`src/rtl/percentile_contrast_stretch_defines.svh`:
```
// Assertion macros used by the contrast stretch datapath.
`ifndef PERCENTILE_CONTRAST_STRETCH_DEFINES_SVH
`define PERCENTILE_CONTRAST_STRETCH_DEFINES_SVH
`ifndef NO_ASSERTIONS
`define PCS_ASSERT(label, prop, msg) \
   label: assert property (@(posedge clock) disable iff (reset) (prop)) else $error(msg);
`define PCS_ASSERT_NEXT(label, trig, prop, msg) \
   label: assert property (@(posedge clock) disable iff (reset) (trig) |=> (prop)) \
      else $error(msg);
`else
`define PCS_ASSERT(label, prop, msg)
`define PCS_ASSERT_NEXT(label, trig, prop, msg)
`endif
`endif

```
`src/rtl/pcs_pkg.sv`:
```
package pcs_pkg;

   localparam int LEVEL_BITS  = 8;
   localparam int LOW_BITS    = 16;
   localparam int HIGH_BITS   = 17;
   localparam int PIXEL_FIELD = 16;

   // floor(x / 100) = (x * RECIP_MUL) >> RECIP_SHIFT, exact for x below 199728
   localparam int RANK_X_BITS = 17;
   localparam int RECIP_BITS  = 18;
   localparam int RECIP_SHIFT = 24;
   localparam int MUL_BITS    = RANK_X_BITS + RECIP_BITS;
   localparam logic [RECIP_BITS-1:0]  RECIP_MUL  = 18'd167773;
   localparam logic [RANK_X_BITS-1:0] RANK_ROUND = 17'd99;

   // (v - low) * 255 fits 24 bits; span << 7 fits 24 bits
   localparam int NUM_BITS  = 24;
   localparam int DIV_SHIFT = LEVEL_BITS - 1;
   localparam int DIV_CNT_BITS = $clog2(LEVEL_BITS);

   localparam logic ACTION_COLLECT = 1'b0;
   localparam logic ACTION_MAP     = 1'b1;

   typedef enum logic [3:0] {
      ST_CLEAR,
      ST_IDLE,
      ST_COL_WR,
      ST_RANK_LO,
      ST_RANK_HI,
      ST_WALK,
      ST_WALK_END,
      ST_LEVELS,
      ST_MAP_PREP,
      ST_MAP_DIV,
      ST_MAP_DONE
   } pcs_state_type;

   typedef struct packed {
      logic take;
      logic cnt_inc;
      logic cnt_clr;
      logic hist_inc;
      logic clear;
      logic walk;
      logic walk_init;
      logic mul_en;
      logic mul_round;
      logic rank_lo_ld;
      logic rank_hi_ld;
      logic levels_ld;
      logic map_prep;
      logic div_step;
      logic rsp_load;
   } pcs_cmd_type;

   typedef struct packed {
      logic cnt_full;
      logic item_last;
      logic sweep_end;
      logic div_last;
      logic rsp_free;
   } pcs_status_type;

endpackage

```
`src/rtl/pcs_ctrl.sv`:
```
module pcs_ctrl
   import pcs_pkg::*;
(
   input  logic           clock,
   input  logic           reset,
   input  logic           req_valid,
   input  logic           req_action,
   input  logic           req_last,
   output logic           req_ready,
   input  pcs_status_type status,
   output pcs_cmd_type    cmd
);

   pcs_state_type state_ff;
   pcs_state_type state_in;

   always_ff @(posedge clock) begin
      if (reset) begin
         state_ff <= ST_CLEAR;
      end else begin
         state_ff <= state_in;
      end
   end

   always_comb begin
      state_in = state_ff;
      unique case (state_ff)
         ST_CLEAR: begin
            if (status.sweep_end) state_in = ST_IDLE;
         end
         ST_IDLE: begin
            if (req_valid) begin
               if (req_action == ACTION_COLLECT) begin
                  if (!status.cnt_full) begin
                     state_in = ST_COL_WR;
                  end else if (req_last) begin
                     state_in = ST_RANK_LO;
                  end
               end else if (!status.cnt_full) begin
                  state_in = ST_MAP_PREP;
               end
            end
         end
         ST_COL_WR: begin
            state_in = status.item_last ? ST_RANK_LO : ST_IDLE;
         end
         ST_RANK_LO:  state_in = ST_RANK_HI;
         ST_RANK_HI:  state_in = ST_WALK;
         ST_WALK: begin
            if (status.sweep_end) state_in = ST_WALK_END;
         end
         ST_WALK_END: state_in = ST_LEVELS;
         ST_LEVELS:   state_in = ST_IDLE;
         ST_MAP_PREP: state_in = ST_MAP_DIV;
         ST_MAP_DIV: begin
            if (status.div_last) state_in = ST_MAP_DONE;
         end
         ST_MAP_DONE: begin
            if (status.rsp_free) state_in = ST_IDLE;
         end
         default: state_in = ST_IDLE;
      endcase
   end

   always_comb begin
      cmd       = '0;
      req_ready = 1'b0;
      unique case (state_ff)
         ST_CLEAR: cmd.clear = 1'b1;
         ST_IDLE: begin
            req_ready   = 1'b1;
            cmd.take    = req_valid;
            cmd.cnt_inc = req_valid && !status.cnt_full;
            cmd.cnt_clr = req_valid && (req_action == ACTION_MAP) && req_last;
         end
         ST_COL_WR: cmd.hist_inc = 1'b1;
         ST_RANK_LO: cmd.mul_en = 1'b1;
         ST_RANK_HI: begin
            cmd.mul_en     = 1'b1;
            cmd.mul_round  = 1'b1;
            cmd.rank_lo_ld = 1'b1;
            cmd.walk_init  = 1'b1;
         end
         ST_WALK: begin
            cmd.walk       = 1'b1;
            cmd.rank_hi_ld = 1'b1;
         end
         ST_WALK_END: cmd = '0;
         ST_LEVELS: begin
            cmd.levels_ld = 1'b1;
            cmd.cnt_clr   = 1'b1;
         end
         ST_MAP_PREP: cmd.map_prep = 1'b1;
         ST_MAP_DIV:  cmd.div_step = 1'b1;
         ST_MAP_DONE: cmd.rsp_load = status.rsp_free;
         default: cmd = '0;
      endcase
   end

endmodule

```
`config.mk`:
```
export PLATFORM = sky130hd
export DESIGN_NAME = pcs_ctrl
export DESIGN_NICKNAME = d
export VERILOG_FILES = /design/src/rtl/percentile_contrast_stretch_defines.svh /design/src/rtl/pcs_pkg.sv /design/src/rtl/pcs_ctrl.sv
export SDC_FILE = /design/constraint.sdc
export NUM_CORES = 1
export LEC_CHECK = 0
export ABC_AREA = 0
export ABC_CLOCK_PERIOD_IN_PS = 1300
export BUFFER_PORTS_ARGS = -buffer_cell sky130_fd_sc_hd__buf_2
export CORE_AREA = 2 2 39 41
export DETAILED_ROUTE_END_ITERATION = 10
export DIE_AREA = 0 0 41 43
export PLACE_DENSITY = 0.74
export SLEW_MARGIN = 40
export SYNTH_ARGS = -nofsm -noshare
export SYNTH_HDL_FRONTEND = slang
export SYNTH_SLANG_ARGS = --single-unit
```
`constraint.sdc`:
```
create_clock -name clock -period 1.3 [get_ports clock]
set_input_delay 0.13 -clock clock [delete_from_list [all_inputs] [get_ports clock]]
set_output_delay 0.13 -clock clock [all_outputs]
set_load 0.005 [all_outputs]
```
# Word-level counts from Yosys, hierarchy flattened
# Index checks and enable logic that the tools add are counted.
# word_totals
register_bits	4
inputBits	10
out_inout_bits	16
word_cells	49
# op_classes
n_eq_ne	17
muxes	24
reduce_logical	7
# ops
operator	count
$pmux 4 s10	1
$mux 4	9
$eq 4x3->1 const B	4
$eq 4x4->1 const B	3
$mux 1	10
$ne 2x2->1 const B	5
$eq 4x2->1 const B	2
$reduce_and 7->1	1
$mux 2	3
$ne 3x3->1 const B	2
$eq 4x1->1 const B	1
$logic_not 4->1	1
$logic_and 1x1->1	3
$pmux 1 s2	1
$reduce_or 2->1	1
$logic_not 1->1	1

# Logic depth before layout (Yosys ltp)
# depth
word_depth	5
mapped_depth	6

# Worst setup path after synthesis
# No wires, ideal clock.
# synth_path
path_type	reg2out
start	reg state_ff[1]
end	out cmd[12] (netlist name)
t_arrival_ns	1.184
required_time_ns	1.170
slack_ns	-0.014
path_stages_with_launch	7
path_cell_list	dfxtp_1 -> nand2b_4 -> or3_1 -> inv_1 -> nand2_1 -> inv_1 -> a31o_2
# synth_lines
item	line_no	rtl
from (decl)	pcs_ctrl.sv:14	pcs_state_type state_ff;
from (signal assigned)	pcs_ctrl.sv:21	state_ff <= state_in;
to (decl)	pcs_ctrl.sv:11	output pcs_cmd_type cmd

==> impl_metrics.ini <==
[run_status]
outcome = finished with violations
violations = setup timing

[synthesis]
synthArstFlopShare = 0
synth-adder-area-share = 0
synthSimpleGateAreaFrac = 0.3651
yosysTopAreaCell = dfxtp_1
yosys_warnings = 0
syn_inst = 63
yosysSeqAreaShare = 0.1744
synth_top_area_frac = 0.1744
synth-compound-area-share = 0.2670
ys_top_cells_by_area = dfxtp_1 17%, nor2_1 8.2%, buf_4 4.9%
synth_top_family_by_area = simple AND/OR/NAND/NOR gates
synth_area_per_cell_um2 = 7.289
yosys.cell_types.count = 31
synth_nets = 73
netlist_area_um2 = 459.2
synth-edff-count = 0
ys_ff_latch = 4
synth.mux.area_fraction = 0
dominantRegCellSynth = dfxtp_1
synthXorXnorAreaFrac = 0.05450

[timing]
worst_slew_pin_slew_ns = 0.2542
fin_crit_sh = 1.208
finalMaxSlewViolations = 0
slew_headroom = 0.8292
period_needed_ns = 1.570
timing.final.ws_setup_ns = -0.2698
finalSetupViolCount = 15
rsz0062_at_grt = yes
fin_worst_skew_ns = 0.001992
finalHoldViolCount = 0
fmax_mhz = 637.0

[setup_path]
cp_slowest_stage_delay_ns = 0.37
r2r-start = state_ff[1]
worstPathRequired_ns = 1.17
cp_top_family = simple AND/OR/NAND/NOR gates
crit_fanout = 2
cpMaxStageDelayCell = or3_4
end_kind = output pin
critical_path_arrival_ns = 1.44
crit_buf_inv = 3
crit_path_frequent_cell = inv_2
ff2ff_setup_slack_ns = -0.18
worstPathCellList = nand2b_4 -> or3_4 -> inv_2 -> nand2_2 -> inv_2 -> a31o_2 -> buf_2
reg2reg_to = state_ff[0]
setup.worst_path.start_class = flop
critical_path_class = flop to output pin
r2r_cells = 5

[layout]
largest_reg_flops = 4
nNetsFinal = 115
regArea_um2 = 87.58
area_growth_pct = 96.46
final_cell_count_no_fill = 119
n_antenna_cell = 0
multi_input_area_um2 = 459.2
drive_above_1_share = 0.7961
top_register = state_ff
largestRegisters = state_ff x4
nFillCells = 112

[power]
swShare = 0.4171
seqPwrFrac = 0.131
power.density_mw_per_mm2 = 1722
p_comb_frac = 0.769
power_frac_clock = 0.100
intPower_w = 0.0009057
switchingPower_w = 0.0006480
leakagePower_nw = 0.4352
max-vdd-ir-drop_uv = 798.7

[floorplan]
start_util = 0.3318
fp.dieH_um = 43
ios = 26
die_area_mm2 = 0.001763
core-area_mm2 = 0.001384
dieWidth_um = 41
rows = 14

[grt]
antenna_found_initial = 0
track_usage = 0.1747
grt_pass1_vias = 520
grt-ovfl-total = 0
grt_max_degree = 7
grt_pass1_wl_um = 2097

[worst_hold_path]
hold_end = state_ff[0]
hold_start = reset
hold_path_depth = 2
hold_path_class = primary input to flop

[placement]
io_buffer_count = 25
gp_congestion = 0.8490
dp_hpwl_um = 970.1
dpl.cell_count = 109
dpl_worst_slack_ns = -0.07993

[routing]
wl_um = 1429
vias = 598
drc = 0
avgViaCountPerCell = 5.025
routedWlPerCell_um = 12.01
firstDrtPassIters = 4
drtIter0Drc = 3
postRouteAntennaNets = 0

[clock_network]
cts_max_path_buffers = 2
cts_tree = yes
insertion_delay_ns = 0.24
cts-root-buf = clkbuf_4
numCtsBuffers = 3
clock_sinks = 4
hold_buffers = 0
clk_pin_slew_ns = 0.04
cts-htree-levels = 1

[flow_run]
max_cap_viol_count = 0
## per-layer routing
layer  share of wire  track usage  vias up  wire [um]
met5               0            0        -          0
met4           0.012      0.06000        0         17
met3           0.057      0.04712        2         81
met2            0.55       0.2938       25        787
met1            0.38       0.1994      270        542
li1                -            -      301          -
## layout by cell type, fill, tap and decap left out, types with 2 or more instances in the layout
master / count
a21oi_2: 3
buf_2: 25
buf_4: 12
buf_6: 6
clkbuf_4: 3
dfxtp_2: 3
inv_1: 2
inv_2: 2
nand2_4: 2
nand2b_4: 3
nor2_1: 5
nor2_2: 2
nor2_4: 3
nor2b_4: 2
nor3_2: 2
nor4_4: 2
o21ai_0: 2
or3_4: 2
## repair_timing
action                     4_1_cts  5_1_grt
gates resized for setup         22       22
buffers inserted                 3        4
pin swaps                       11       10
setup endpoints to repair       14       19
## area by class of cell
type                       count  area share
multi-input combinational     48      0.5090
timing repair buffer          44      0.3301
sequential                     4     0.09709
clock buffer                   3     0.02497
tap                           16     0.02219
inverter                       4     0.01664
## cell usage after synthesis, types with 2 or more instances
library cell / count
a21oi_1: 3
buf_2: 3
buf_4: 3
dfxtp_1: 4
inv_1: 4
nand2_1: 4
nand2b_1: 2
nor2_1: 10
nor2b_1: 2
nor3_1: 4
nor4_1: 2
o21ai_0: 2
or3_1: 2
## worst max path at each step
stage | cells after the start | slack (ns) | to | startpoint
final | 7 | -0.27 | cmd[12] | state_ff[1]
after global routing | 7 | -0.32 | cmd[12] | state_ff[1]
after CTS | 7 | -0.29 | cmd[12] | state_ff[1]
after detailed placement | 6 | -0.08 | state_ff[3] | state_ff[0]
after global placement | 7 | -0.05 | cmd[12] | state_ff[0]
after floorplan | 4 | -0.004 | state_ff[3] | state_ff[1]
## power groups by stage
stage | sequential, W | combinational (W) | clock [W]
floorplan | 0.000191 | 0.000475 | 0
global placement | 0.000193 | 0.000719 | 0
detailed placement | 0.000192 | 0.000731 | 0
CTS | 0.000199 | 0.000959 | 0.000164
global route | 0.000208 | 0.00128 | 0.000170
finish | 0.000203 | 0.00119 | 0.000156
## per-stage QoR
stage / area, um2 / total power, W / hold WS [ns] / TNS [ns] / util
finish: 902.1 / 0.001554 / 0.1403 / -2.139 / 0.6519
global route: 902.1 / 0.001658 / 0.1393 / -2.892 / 0.6519
CTS: 782.0 / 0.001322 / 0.1197 / -1.509 / 0.5651
detailed placement: 650.6 / 0.0009223 / 0.3779 / -0.2115 / 0.4702
global placement: 650.6 / 0.0009114 / 0.3775 / -0.1428 / 0.4702
floorplan: 464.2 / 0.0006666 / 0.1979 / -0.003848 / -
## logic make-up (layout without fill, tap and decap cells)
kind of cell    Yosys count  after routing
simple gates             31             31
xor+xnor                  2              2
buf+inv                  11             51
compound gates           15             15
flops                     4              4
Note: power is estimated with default switching activity, not from simulation.
